[config.mk]
export PLATFORM = sky130hd
export DESIGN_NAME = fm_operator_waveform_lookup_top
export DESIGN_NICKNAME = d
export VERILOG_FILES = /design/src/rtl/fmwl_pkg.sv /design/src/rtl/fm_operator_waveform_lookup_top.sv
export SDC_FILE = /design/constraint.sdc
export NUM_CORES = 1
export LEC_CHECK = 0
export ABC_AREA = 1
export BUFFER_PORTS_ARGS = -buffer_cell sky130_fd_sc_hd__buf_4
export CAP_MARGIN = 5
export CELL_PAD_IN_SITES_DETAIL_PLACEMENT = 1
export CELL_PAD_IN_SITES_GLOBAL_PLACEMENT = 2
export CORE_UTILIZATION = 33
export CTS_CLUSTER_DIAMETER = 40
export DETAILED_ROUTE_END_ITERATION = 7
export PLACE_DENSITY_LB_ADDON = 0.1
export SLEW_MARGIN = 20
export SYNTH_ARGS = -nofsm -noshare
export SYNTH_HDL_FRONTEND = slang
export SYNTH_SLANG_ARGS = --single-unit
export TNS_END_PERCENT = 50
[constraint.sdc]
create_clock -name clk -period 3.2 [get_ports clk]
set_input_delay 0.32 -clock clk [delete_from_list [all_inputs] [get_ports clk]]
set_output_delay 0.32 -clock clk [all_outputs]
set_load 0.01 [all_outputs]
[src/rtl/fmwl_pkg.sv]
// Package for the FM operator waveform lookup: waveform codes, widths,
// the quarter-wave log-sine ROM and the exp ROM builder. No dependencies.
package fmwl_pkg;

  localparam int PHASE_W  = 10;
  localparam int WAVE_W   = 2;
  localparam int LOG_W    = 16;
  localparam int SAMPLE_W = 11;
  localparam int ROM_W    = 12;
  localparam int SHIFT_W  = 7;

  typedef enum logic [WAVE_W-1:0] {
    WAVE_SINE      = 2'd0,
    WAVE_HALF_SINE = 2'd1,
    WAVE_RECT_SINE = 2'd2,
    WAVE_PSEUDO_SAW = 2'd3
  } wave_t;

  localparam logic [LOG_W-1:0] SIGN_BIT = 16'h8000;
  localparam logic [LOG_W-1:0] NEG_ZERO = 16'h8fff;
  localparam logic [SHIFT_W-1:0] SHIFT_LIMIT = 7'd13;

  typedef logic [ROM_W-1:0] rom_t [256];

  localparam rom_t LOGSIN_ROM = '{
    12'h859,12'h6c3,12'h607,12'h58b,12'h52e,12'h4e4,12'h4a6,12'h471,
    12'h443,12'h41a,12'h3f5,12'h3d3,12'h3b5,12'h398,12'h37e,12'h365,
    12'h34e,12'h339,12'h324,12'h311,12'h2ff,12'h2ed,12'h2dc,12'h2cd,
    12'h2bd,12'h2af,12'h2a0,12'h293,12'h286,12'h279,12'h26d,12'h261,
    12'h256,12'h24b,12'h240,12'h236,12'h22c,12'h222,12'h218,12'h20f,
    12'h206,12'h1fd,12'h1f5,12'h1ec,12'h1e4,12'h1dc,12'h1d4,12'h1cd,
    12'h1c5,12'h1be,12'h1b7,12'h1b0,12'h1a9,12'h1a2,12'h19b,12'h195,
    12'h18f,12'h188,12'h182,12'h17c,12'h177,12'h171,12'h16b,12'h166,
    12'h160,12'h15b,12'h155,12'h150,12'h14b,12'h146,12'h141,12'h13c,
    12'h137,12'h133,12'h12e,12'h129,12'h125,12'h121,12'h11c,12'h118,
    12'h114,12'h10f,12'h10b,12'h107,12'h103,12'h0ff,12'h0fb,12'h0f8,
    12'h0f4,12'h0f0,12'h0ec,12'h0e9,12'h0e5,12'h0e2,12'h0de,12'h0db,
    12'h0d7,12'h0d4,12'h0d1,12'h0cd,12'h0ca,12'h0c7,12'h0c4,12'h0c1,
    12'h0be,12'h0bb,12'h0b8,12'h0b5,12'h0b2,12'h0af,12'h0ac,12'h0a9,
    12'h0a7,12'h0a4,12'h0a1,12'h09f,12'h09c,12'h099,12'h097,12'h094,
    12'h092,12'h08f,12'h08d,12'h08a,12'h088,12'h086,12'h083,12'h081,
    12'h07f,12'h07d,12'h07a,12'h078,12'h076,12'h074,12'h072,12'h070,
    12'h06e,12'h06c,12'h06a,12'h068,12'h066,12'h064,12'h062,12'h060,
    12'h05e,12'h05c,12'h05b,12'h059,12'h057,12'h055,12'h053,12'h052,
    12'h050,12'h04e,12'h04d,12'h04b,12'h04a,12'h048,12'h046,12'h045,
    12'h043,12'h042,12'h040,12'h03f,12'h03e,12'h03c,12'h03b,12'h039,
    12'h038,12'h037,12'h035,12'h034,12'h033,12'h031,12'h030,12'h02f,
    12'h02e,12'h02d,12'h02b,12'h02a,12'h029,12'h028,12'h027,12'h026,
    12'h025,12'h024,12'h023,12'h022,12'h021,12'h020,12'h01f,12'h01e,
    12'h01d,12'h01c,12'h01b,12'h01a,12'h019,12'h018,12'h017,12'h017,
    12'h016,12'h015,12'h014,12'h014,12'h013,12'h012,12'h011,12'h011,
    12'h010,12'h00f,12'h00f,12'h00e,12'h00d,12'h00d,12'h00c,12'h00c,
    12'h00b,12'h00a,12'h00a,12'h009,12'h009,12'h008,12'h008,12'h007,
    12'h007,12'h007,12'h006,12'h006,12'h005,12'h005,12'h005,12'h004,
    12'h004,12'h004,12'h003,12'h003,12'h003,12'h002,12'h002,12'h002,
    12'h002,12'h001,12'h001,12'h001,12'h001,12'h001,12'h001,12'h001,
    12'h000,12'h000,12'h000,12'h000,12'h000,12'h000,12'h000,12'h000
  };

  // Entry j holds 2*round(1024*2^((255-j)/256)), evaluated at elaboration.
  function automatic rom_t build_exp_rom();
    rom_t rom;
    real  x;
    for (int j = 0; j < 256; j++) begin
      x = 1024.0 * (2.0 ** ((255.0 - real'(j)) / 256.0));
      rom[j] = ROM_W'(2 * $rtoi(x + 0.5));
    end
    return rom;
  endfunction

  localparam rom_t EXP_ROM = build_exp_rom();

endpackage

[src/rtl/fm_operator_waveform_lookup_top.sv]
// FM operator waveform lookup: phase and waveform in, log value and linear
// sample out. Uses fmwl_pkg for the ROMs, codes and widths.
//
// Usage: present phase and waveform on the in_ channel with in_valid; the
// item is taken when in_valid and in_ready are both high. Each item gives
// exactly one result on the out_ channel (log_value and sample), taken when
// out_valid and out_ready are both high. Results leave in input order.
// An accepted item passes the stage 1 and stage 2 registers into the output
// register, which drives out_valid. Throughput is one item per cycle while the
// receiver does not stall: three register stages (log-sine ROM, exp ROM, shift and
// sign) each hold one item, and every stage moves whenever the one after
// it is empty or moving.
// When the receiver stalls, the output register holds its result and the
// stages behind it fill; in_ready drops only once all three are full, so
// nothing is lost or repeated.
// Reset (rst_n low, synchronous) empties all stages; no result is pending
// afterwards. The ROMs are constant logic and need no setup time.
module fm_operator_waveform_lookup_top (
  input  logic                              clk,
  input  logic                              rst_n,
  input  logic                              in_valid,
  output logic                              in_ready,
  input  logic [fmwl_pkg::PHASE_W-1:0]      in_phase,
  input  logic [fmwl_pkg::WAVE_W-1:0]       in_waveform,
  output logic                              out_valid,
  input  logic                              out_ready,
  output logic [fmwl_pkg::LOG_W-1:0]        out_log_value,
  output logic signed [fmwl_pkg::SAMPLE_W-1:0] out_sample
);

  logic v1_r, v2_r, v3_r;
  logic en1, en2, en3;

  assign en3 = !v3_r || out_ready;
  assign en2 = !v2_r || en3;
  assign en1 = !v1_r || en2;
  assign in_ready = en1;

  // Stage 1: log-sine lookup with mirroring and waveform shaping.
  logic [fmwl_pkg::LOG_W-1:0] lv1_nxt, lv1_r;
  logic [7:0] q_idx;
  logic [fmwl_pkg::LOG_W-1:0] full_lv, rect_lv, plain_lv;

  always_comb begin
    q_idx    = in_phase[8] ? ~in_phase[7:0] : in_phase[7:0];
    plain_lv = {4'd0, fmwl_pkg::LOGSIN_ROM[in_phase[7:0]]};
    rect_lv  = {4'd0, fmwl_pkg::LOGSIN_ROM[q_idx]};
    full_lv  = in_phase[9] ? (rect_lv | fmwl_pkg::SIGN_BIT) : rect_lv;
    case (fmwl_pkg::wave_t'(in_waveform))
      fmwl_pkg::WAVE_SINE:       lv1_nxt = full_lv;
      fmwl_pkg::WAVE_HALF_SINE:  lv1_nxt = in_phase[9] ? fmwl_pkg::NEG_ZERO : full_lv;
      fmwl_pkg::WAVE_RECT_SINE:  lv1_nxt = rect_lv;
      fmwl_pkg::WAVE_PSEUDO_SAW: lv1_nxt = in_phase[8] ? fmwl_pkg::NEG_ZERO : plain_lv;
      default:                   lv1_nxt = full_lv;
    endcase
  end

  // Stage 2: exp lookup on the mantissa byte.
  logic [fmwl_pkg::LOG_W-1:0] lv2_r;
  logic [fmwl_pkg::ROM_W-1:0] t2_nxt, t2_r;
  assign t2_nxt = fmwl_pkg::EXP_ROM[lv1_r[7:0]];

  // Stage 3: shift by the exponent, drop two bits, invert for negative.
  logic [fmwl_pkg::SHIFT_W-1:0]  sh;
  logic [fmwl_pkg::ROM_W-1:0]    shifted;
  logic [fmwl_pkg::SAMPLE_W-1:0] mag, s3_nxt;
  logic [fmwl_pkg::LOG_W-1:0]    out_log_value_r;
  logic [fmwl_pkg::SAMPLE_W-1:0] out_sample_r;

  always_comb begin
    sh      = lv2_r[14:8];
    shifted = (sh >= fmwl_pkg::SHIFT_LIMIT) ? '0 : (t2_r >> sh);
    mag     = {1'b0, shifted[11:2]};
    s3_nxt  = lv2_r[15] ? ~mag : mag;
  end

  always_ff @(posedge clk) begin
    if (!rst_n) begin
      v1_r <= 1'b0;
      v2_r <= 1'b0;
      v3_r <= 1'b0;
    end else begin
      if (en1) v1_r <= in_valid;
      if (en2) v2_r <= v1_r;
      if (en3) v3_r <= v2_r;
    end
  end

  always_ff @(posedge clk) begin
    if (en1) lv1_r <= lv1_nxt;
    if (en2) begin
      lv2_r <= lv1_r;
      t2_r  <= t2_nxt;
    end
    if (en3) begin
      out_log_value_r <= lv2_r;
      out_sample_r    <= s3_nxt;
    end
  end

  assign out_valid     = v3_r;
  assign out_log_value = out_log_value_r;
  assign out_sample    = out_sample_r;

  // Negative zero always decodes to a sample of minus one.
  a_neg_zero: assert property (@(posedge clk) disable iff (!rst_n)
    (out_valid && out_log_value == fmwl_pkg::NEG_ZERO) |-> (out_sample == -11'sd1))
    else $error("negative zero did not give -1");

  // The sample sign follows the log sign bit.
  a_sign: assert property (@(posedge clk) disable iff (!rst_n)
    out_valid |-> (out_sample[10] == out_log_value[15]))
    else $error("sample sign differs from log sign");

  // An accepted item always lands in the first stage.
  a_fill: assert property (@(posedge clk) disable iff (!rst_n)
    (in_valid && in_ready) |=> v1_r)
    else $error("accepted item lost in stage one");

  // A full pipeline with a stalled output must refuse input.
  a_full: assert property (@(posedge clk) disable iff (!rst_n)
    (v1_r && v2_r && v3_r && !out_ready) |-> !in_ready)
    else $error("input taken while pipeline full");

endmodule

# --- Yosys cells after proc, flatten, opt, wreduce, memory -nomap -nowiden ---
# Memories as Yosys holds them, arrays and structs flattened. A register that Yosys moved wholly into a read port is not among the register bits.
# Index checks and enable logic that the tools add are counted.
totals:
  reg_bits: 62
  latchBits: 0
  ramBits: 0
  mem_bits_ro: 9216
  output_inout_bits: 29
  wordCells: 41
  mem_count: 3
op_classes:
  add_sub_neg: 0
  mul: 0
  div: 0
  order_cmp: 3
  eq_ne: 3
  shift: 1
  muxes: 11
  bitwise: 5
  n_reduce_logical: 7
mem_list:
  columns: ["memory", "words", "word_bits", "read_ports", "rd_clocked_by_memory_dff", "write_ports", "line", "text"]
  rows:
  - ["(name not given)", 256, 12, 1, 1, 0, "fm_operator_waveform_lookup_top.sv:61", "assign t2_nxt = fmwl_pkg::EXP_ROM[lv1_r[7:0]];"]
  - ["(name not given)", 256, 12, 1, 0, 0, "fm_operator_waveform_lookup_top.sv:47", "rect_lv = {4'd0, fmwl_pkg::LOGSIN_ROM[q_idx]};"]
  - ["(name not given)", 256, 12, 1, 0, 0, "fm_operator_waveform_lookup_top.sv:46", "plain_lv = {4'd0, fmwl_pkg::LOGSIN_ROM[in_phase[7:0]]};"]
ops:
  columns: ["cell", "n"]
  rows:
  - ["one-hot mux 16 bit (4 select lines)", 1]
  - ["two-way mux 12 bit", 5]
  - ["two-way mux 16 bit", 3]
  - ["inverter 8 -> 9 bit", 3]
  - ["greater-or-equal comparator 9 bit (second input constant)", 2]
  - ["right shift 12 x 7 -> 12 bit", 1]
  - ["inverter 10 -> 11 bit", 1]
  - ["two-way mux 10 bit", 1]
  - ["two-way mux 8 bit", 1]
  - ["inverter 8 bit", 1]
  - ["greater-or-equal comparator 7 x 4 -> 1 bit (second input constant)", 1]
  - ["equality test 2 bit (second input constant)", 2]
  - ["logical NOT 1 bit", 3]
  - ["logical OR 1 bit", 3]
  - ["equality test 2 x 1 -> 1 bit (second input constant)", 1]
  - ["logical NOT 2 bit", 1]

# --- Longest topological paths before layout ---
logic_depth:
  ltp_word: 9
  ltp_mapped: 19

# --- Worst setup path before layout ---
# No wires, ideal clock.
synth_path:
  path_kind: "input -> register"
  start: "in in_phase[8] in the netlist's numbering"
  end: "reg lv1_r[4] in the netlist's numbering (data pin)"
  arrival_ns: 2.049
  t_required_ns: 2.946
  slack_ns: 0.896
  cell_stages: 17
  path_buffers: 1
  cell_sequence: "inv_2 -> buf_2 -> nand2_1 -> nand2_1 -> inv_1 -> ha_1 -> or2_2 -> nand2_1 -> nand2_1 -> nand2_1 -> o21ai_0 -> nand2_1 -> nand4_1 -> nand3_1 -> nand3_1 -> nand2_1 -> nand2_1"
synth_between:
  elab_chain_len: 8
synth_rtl:
  columns: ["item", "line", "text"]
  rows:
  - ["start: declaration", "fm_operator_waveform_lookup_top.sv:23", "input logic [fmwl_pkg::PHASE_W-1:0] in_phase,"]
  - ["two-way mux 8 bit", "fm_operator_waveform_lookup_top.sv:45", "q_idx = in_phase[8] ? ~in_phase[7:0] : in_phase[7:0];"]
  - ["inverter 8 -> 9 bit (not written as such)", "fm_operator_waveform_lookup_top.sv:47", null]
  - ["memory read (256 x 12 bit)", null, null]
  - ["two-way mux 12 bit (not written as such) (2 in series)", "fm_operator_waveform_lookup_top.sv:47", null]
  - ["two-way mux 16 bit", "fm_operator_waveform_lookup_top.sv:48", "full_lv = in_phase[9] ? (rect_lv | fmwl_pkg::SIGN_BIT) : rect_lv;"]
  - ["two-way mux 16 bit", "fm_operator_waveform_lookup_top.sv:51", "fmwl_pkg::WAVE_HALF_SINE: lv1_nxt = in_phase[9] ? fmwl_pkg::NEG_ZERO : full_lv;"]
  - ["one-hot mux 16 bit (4 select lines) (*)", "fm_operator_waveform_lookup_top.sv:49", "case (fmwl_pkg::wave_t'(in_waveform))"]
  - ["via lv1_nxt, one bit", "fm_operator_waveform_lookup_top.sv:40", "logic [fmwl_pkg::LOG_W-1:0] lv1_nxt, lv1_r;"]
  - ["end signal: assignment", "fm_operator_waveform_lookup_top.sv:90", "if (en1) lv1_r <= lv1_nxt;"]
  - ["end: declaration", "fm_operator_waveform_lookup_top.sv:40", null]
# The timed path passes the listed nets; every way through them passes the cells marked *. The select of a mux whose other input is x is not followed.
# A chain may end at the register's enable or synchronous reset.

# --- Worst setup path in the final report ---
layout_path:
  start: "in in_phase[0] in the netlist's numbering"
  end: "reg lv1_r[1] in the netlist's numbering (data pin)"
layout_between:
  elab_chain_len: 9
layout_rtl:
  columns: ["item", "line"]
  rows:
  - ["inverter 8 bit", "fm_operator_waveform_lookup_top.sv:45"]
  - ["two-way mux 8 bit", "fm_operator_waveform_lookup_top.sv:45"]
  - ["inverter 8 -> 9 bit (not written as such)", "fm_operator_waveform_lookup_top.sv:47"]
  - ["memory read (256 x 12 bit)", null]
  - ["two-way mux 12 bit (not written as such) (2 in series)", "fm_operator_waveform_lookup_top.sv:47"]
  - ["two-way mux 16 bit", "fm_operator_waveform_lookup_top.sv:48"]
  - ["two-way mux 16 bit", "fm_operator_waveform_lookup_top.sv:51"]
  - ["one-hot mux 16 bit (4 select lines) (*)", "fm_operator_waveform_lookup_top.sv:49"]
  - ["via lv1_nxt, one bit", "fm_operator_waveform_lookup_top.sv:40"]
# Marks and branches as above.

==> results by group <==
Run status
  – Status: completed

Pwr
  – Worst vdd ir: around 320 uV
  – Combinational Power Share: 51.8%
  – Power density cells: 509 mW/mm^2
  – Lkg Pwr: approximately 4.7 nW
  – Sw Pwr: 2.15 mW
  – Sw Share: roughly 44%
  – Clock power share: a little under a quarter
  – Part of the power in registers: between 20 and 30%
  – Internal power: approximately 2.7 mW
  – PnR Total Power: 4.86 mW

Global routing
  – GRT Total Usage: 29.0%
  – Initial antenna violation count: 0
  – GRT Residual Overflow: 0
  – Largest net degree at the start of global routing: between 40 and 50
  – Vias in the first global route: a little over 10000
  – Global-route wire length before repair: around 59000 microns

Hold path
  – Worst Hold Class: input pin to register

Setup path
  – Crit path max fanout: 11
  – R2R Setup Slk: between 500 and 600 ps
  – CP Cell Sequence: buf_4 > inv_1 > nand2_1 > nand2_1 > inv_1 > ha_1 > nand2_1 > nand2_1 > nand2_1 > nor2_1 > nor2_1 > nand2_1 > nand2_1 > nand4_1 > nand2_1 > nand2_1
  – Slowest stage cell, crit path: nand2_1
  – CP arrival: 2710 ps
  – Startpoint types: input pin
  – Crit-path max cell delay: ~280 ps
  – Crit-path most repeated cell: nand2_1
  – Crit end category: register
  – WS Path Type: input pin to register
  – CP Data Required Time: approximately 3300 ps

CTS
  – H-tree Lvls: 3
  – CTS Buf Count: 9
  – Later-pin clock latency in the skew report: about 330 ps
  – Clk slew on worst S/H paths: about 50 ps
  – Sink Count: 62
  – Clk buf depth: 2
  – CTS tree: done
  – Root Buffer: clkbuf_16
  – Cts hold-fix bufs: 0
  – Cts repair resizes: 0
  – # Post-CTS Setup Buffers: 0

Route
  – Drt drc: 0
  – Via count: between 10000 and 15000
  – DRT antenna net count: 0
  – Wirelength, routed: between 30000 and 40000 microns
  – 1st-pass router iterations: 5
  – Routed WL per cell: ~21 microns
  – DR iter-0 viols: a little under 900
  – Avg Vias per Cell: approximately 5.7

STA
  – Final hold violations: 0
  – Rel. slew slack: 41.9%
  – RSZ-0062 raised after global routing: false
  – Setup tns final: 0 ps
  – Clk_skew: 6.42 ps
  – Setup violators final: 0
  – Max-slew violations: 0
  – Tcrit/Tclk final: between 80 and 90%
  – Worst-Margin Slew: 870 ps
  – Crit path time final: between 2000 and 3000 ps
  – Fmax: ~380 MHz

Synth
  – Top cell type's share of synthesized area: 23.0%
  – Yosys top cell by area: nand2_1
  – FF+latch count, synth: 62
  – Mapped Area: around 0.0084 sq mm
  – Sequential share of the synthesized area: a little over a fifth
  – Async SR Flop Fraction: 0%
  – Distinct cell type count after synthesis: 45
  – Largest cells by area after synthesis: nand2_1 (23%), edfxtp_1 (21%), nand3_1 (10%), o21ai_0 (6.5%), nor2_1 (6.3%)
  – Ys flop type: edfxtp_1
  – Synth Area per Inst: 5.73 sq um
  – Top post-synthesis cells by count: nand2_1 (516), nand3_1 (173), nor2_1 (141)
  – Count leader, synth: nand2_1
  – Cells after synthesis: approximately 1500
  – YS warnings: 0
  – Number of flops mapped to enable cells by yosys: 59

Layout
  – Ant diodes: 0
  – Layout cells sized above 1: under 10%
  – Post-route cell area: ~0.0095 sq mm
  – Area added between synthesis and finish: 13.1%
  – Final Core Density: between 30% and 40%
  – Nets: ~1500
  – Cell Count, Final, Fillers Out: 1829

Placed design
  – Final GP Congestion: 0.951
  – Port Buffers: 41
  – Placed Area: 0.00920 sq mm
  – Hpwl dp: slightly below 30000 microns
  – Placed insts: roughly 1800

Floorplanning
  – # IOs: 45
  – Core ar.: 0.0251 sq mm
  – Starting density of the core: about 34%
  – Die Wd: approximately 160 microns
  – Die area: approximately 0.026 sq mm
  – FP Rows: between 50 and 60
  – Die height: around 160 microns

Run
  – MaxCap Viol Count: 0
## routing by layer
| layer | vias to the layer above | part of all wire [%] | track usage [%] |
|---|---|---|---|
| met5 | - | 0 | 0 |
| met3 | 84 | 6.7 | 3.45 |
| met1 | 4916 | 44 | 39.3 |
| met2 | 428 | 46 | 46.4 |
| li1 | 4925 | - | - |
| met4 | 0 | 3.3 | 12.0 |
## cells by family (layout without fill, tap and decap cells)
logic type | Yosys count | after routing | synth area share, %
AND/OR/NAND/NOR | 866 | 866 | 42.1
AO/OA/AOI/OAI | 285 | 285 | 18.9
buffers and inverters | 206 | 231 | 9.98
flip-flops | 62 | 62 | 21.7
adder cells (fa/ha/maj) | 38 | 38 | 5.64
XOR/XNOR | 12 | 12 | 1.33
multiplexers | 2 | 2 | 0.237
other | 1 | 3 | 0.0444
## registers in the layout, indices dropped and copies added (netlist names)
register,flops
out_log_value,13
v2_r,1
t2_r,9
lv2_r,13
lv1_r,13
v1_r,1
out_valid,1
out_sample,11
## path summary, 6_finish.rpt
path	start	end	cells past startpoint
worst min register to register	lv1_r[15]$_DFFE_PP_	lv2_r[15]$_DFFE_PP_	0
worst min-delay path	rst_n	v2_r$_SDFFE_PN0P_	2
worst max register to register	lv1_r[1]$_DFFE_PP_	t2_r[2]$_DFFE_PP_	11
worst max-delay path	in_phase[0]	lv1_r[1]$_DFFE_PP_	16
## power by group through the flow
stage | Sequential, mW | Combinational (mW) | Clock, mW
2_1_floorplan | 1.25 | 1.56 | 0
3_3_place_gp | 1.24 | 2.48 | 0
3_5_place_dp | 1.25 | 2.47 | 0
4_1_cts | 1.24 | 2.48 | 1.13
5_1_grt | 1.26 | 2.78 | 1.15
6_report | 1.23 | 2.52 | 1.11
## layout by cell type, fill, tap and decap left out, drive strengths merged
cell type	Yosys	final
clkbuf	41	12
mux2i	2	2
xnor2	2	2
dfxtp	3	3
a22oi	2	2
edfxtp	59	59
xor2	10	10
nand4	15	15
o21a	2	2
clkinv	5	6
conb	1	3
o311ai	4	4
bufinv	0	3
o211ai	27	27
o21bai	1	1
buf	41	91
nor3	7	7
a32o	1	1
a21boi	1	1
o21ai	122	122
nand2	521	521
nand3	173	173
a21oi	95	95
a32oi	1	1
or2	6	6
o31ai	2	2
o221ai	2	2
a31oi	7	7
ha	38	38
nand3b	1	1
o22ai	7	7
nor2	143	143
a211oi	6	6
inv	119	119
o32ai	1	1
o2111ai	4	4
## critical path: cells and delay by family
kind	cells	cell delay (ps)
buffers and inverters	3	590
and+or+nand+nor	12	1520
adders and majority gates	1	260
## through the flow
stage,setup slack [ps],hold WS [ps]
floorplan,896,400
global placement,280,402
detailed placement,253,407
CTS,582,196
global route,243,223
finish,559,201
## cell type report
cell class | instances | area, sq um
multi-input combinational | 1206 | 5770
timing repair buffer | 91 | 721
clock inverter | 4 | 95.1
clock buffer | 12 | 246
sequential | 62 | 1830
inverter | 124 | 465
tap | 330 | 413
fill | 3492 | 15600
No activity file was read; power rests on OpenSTA's default activity.
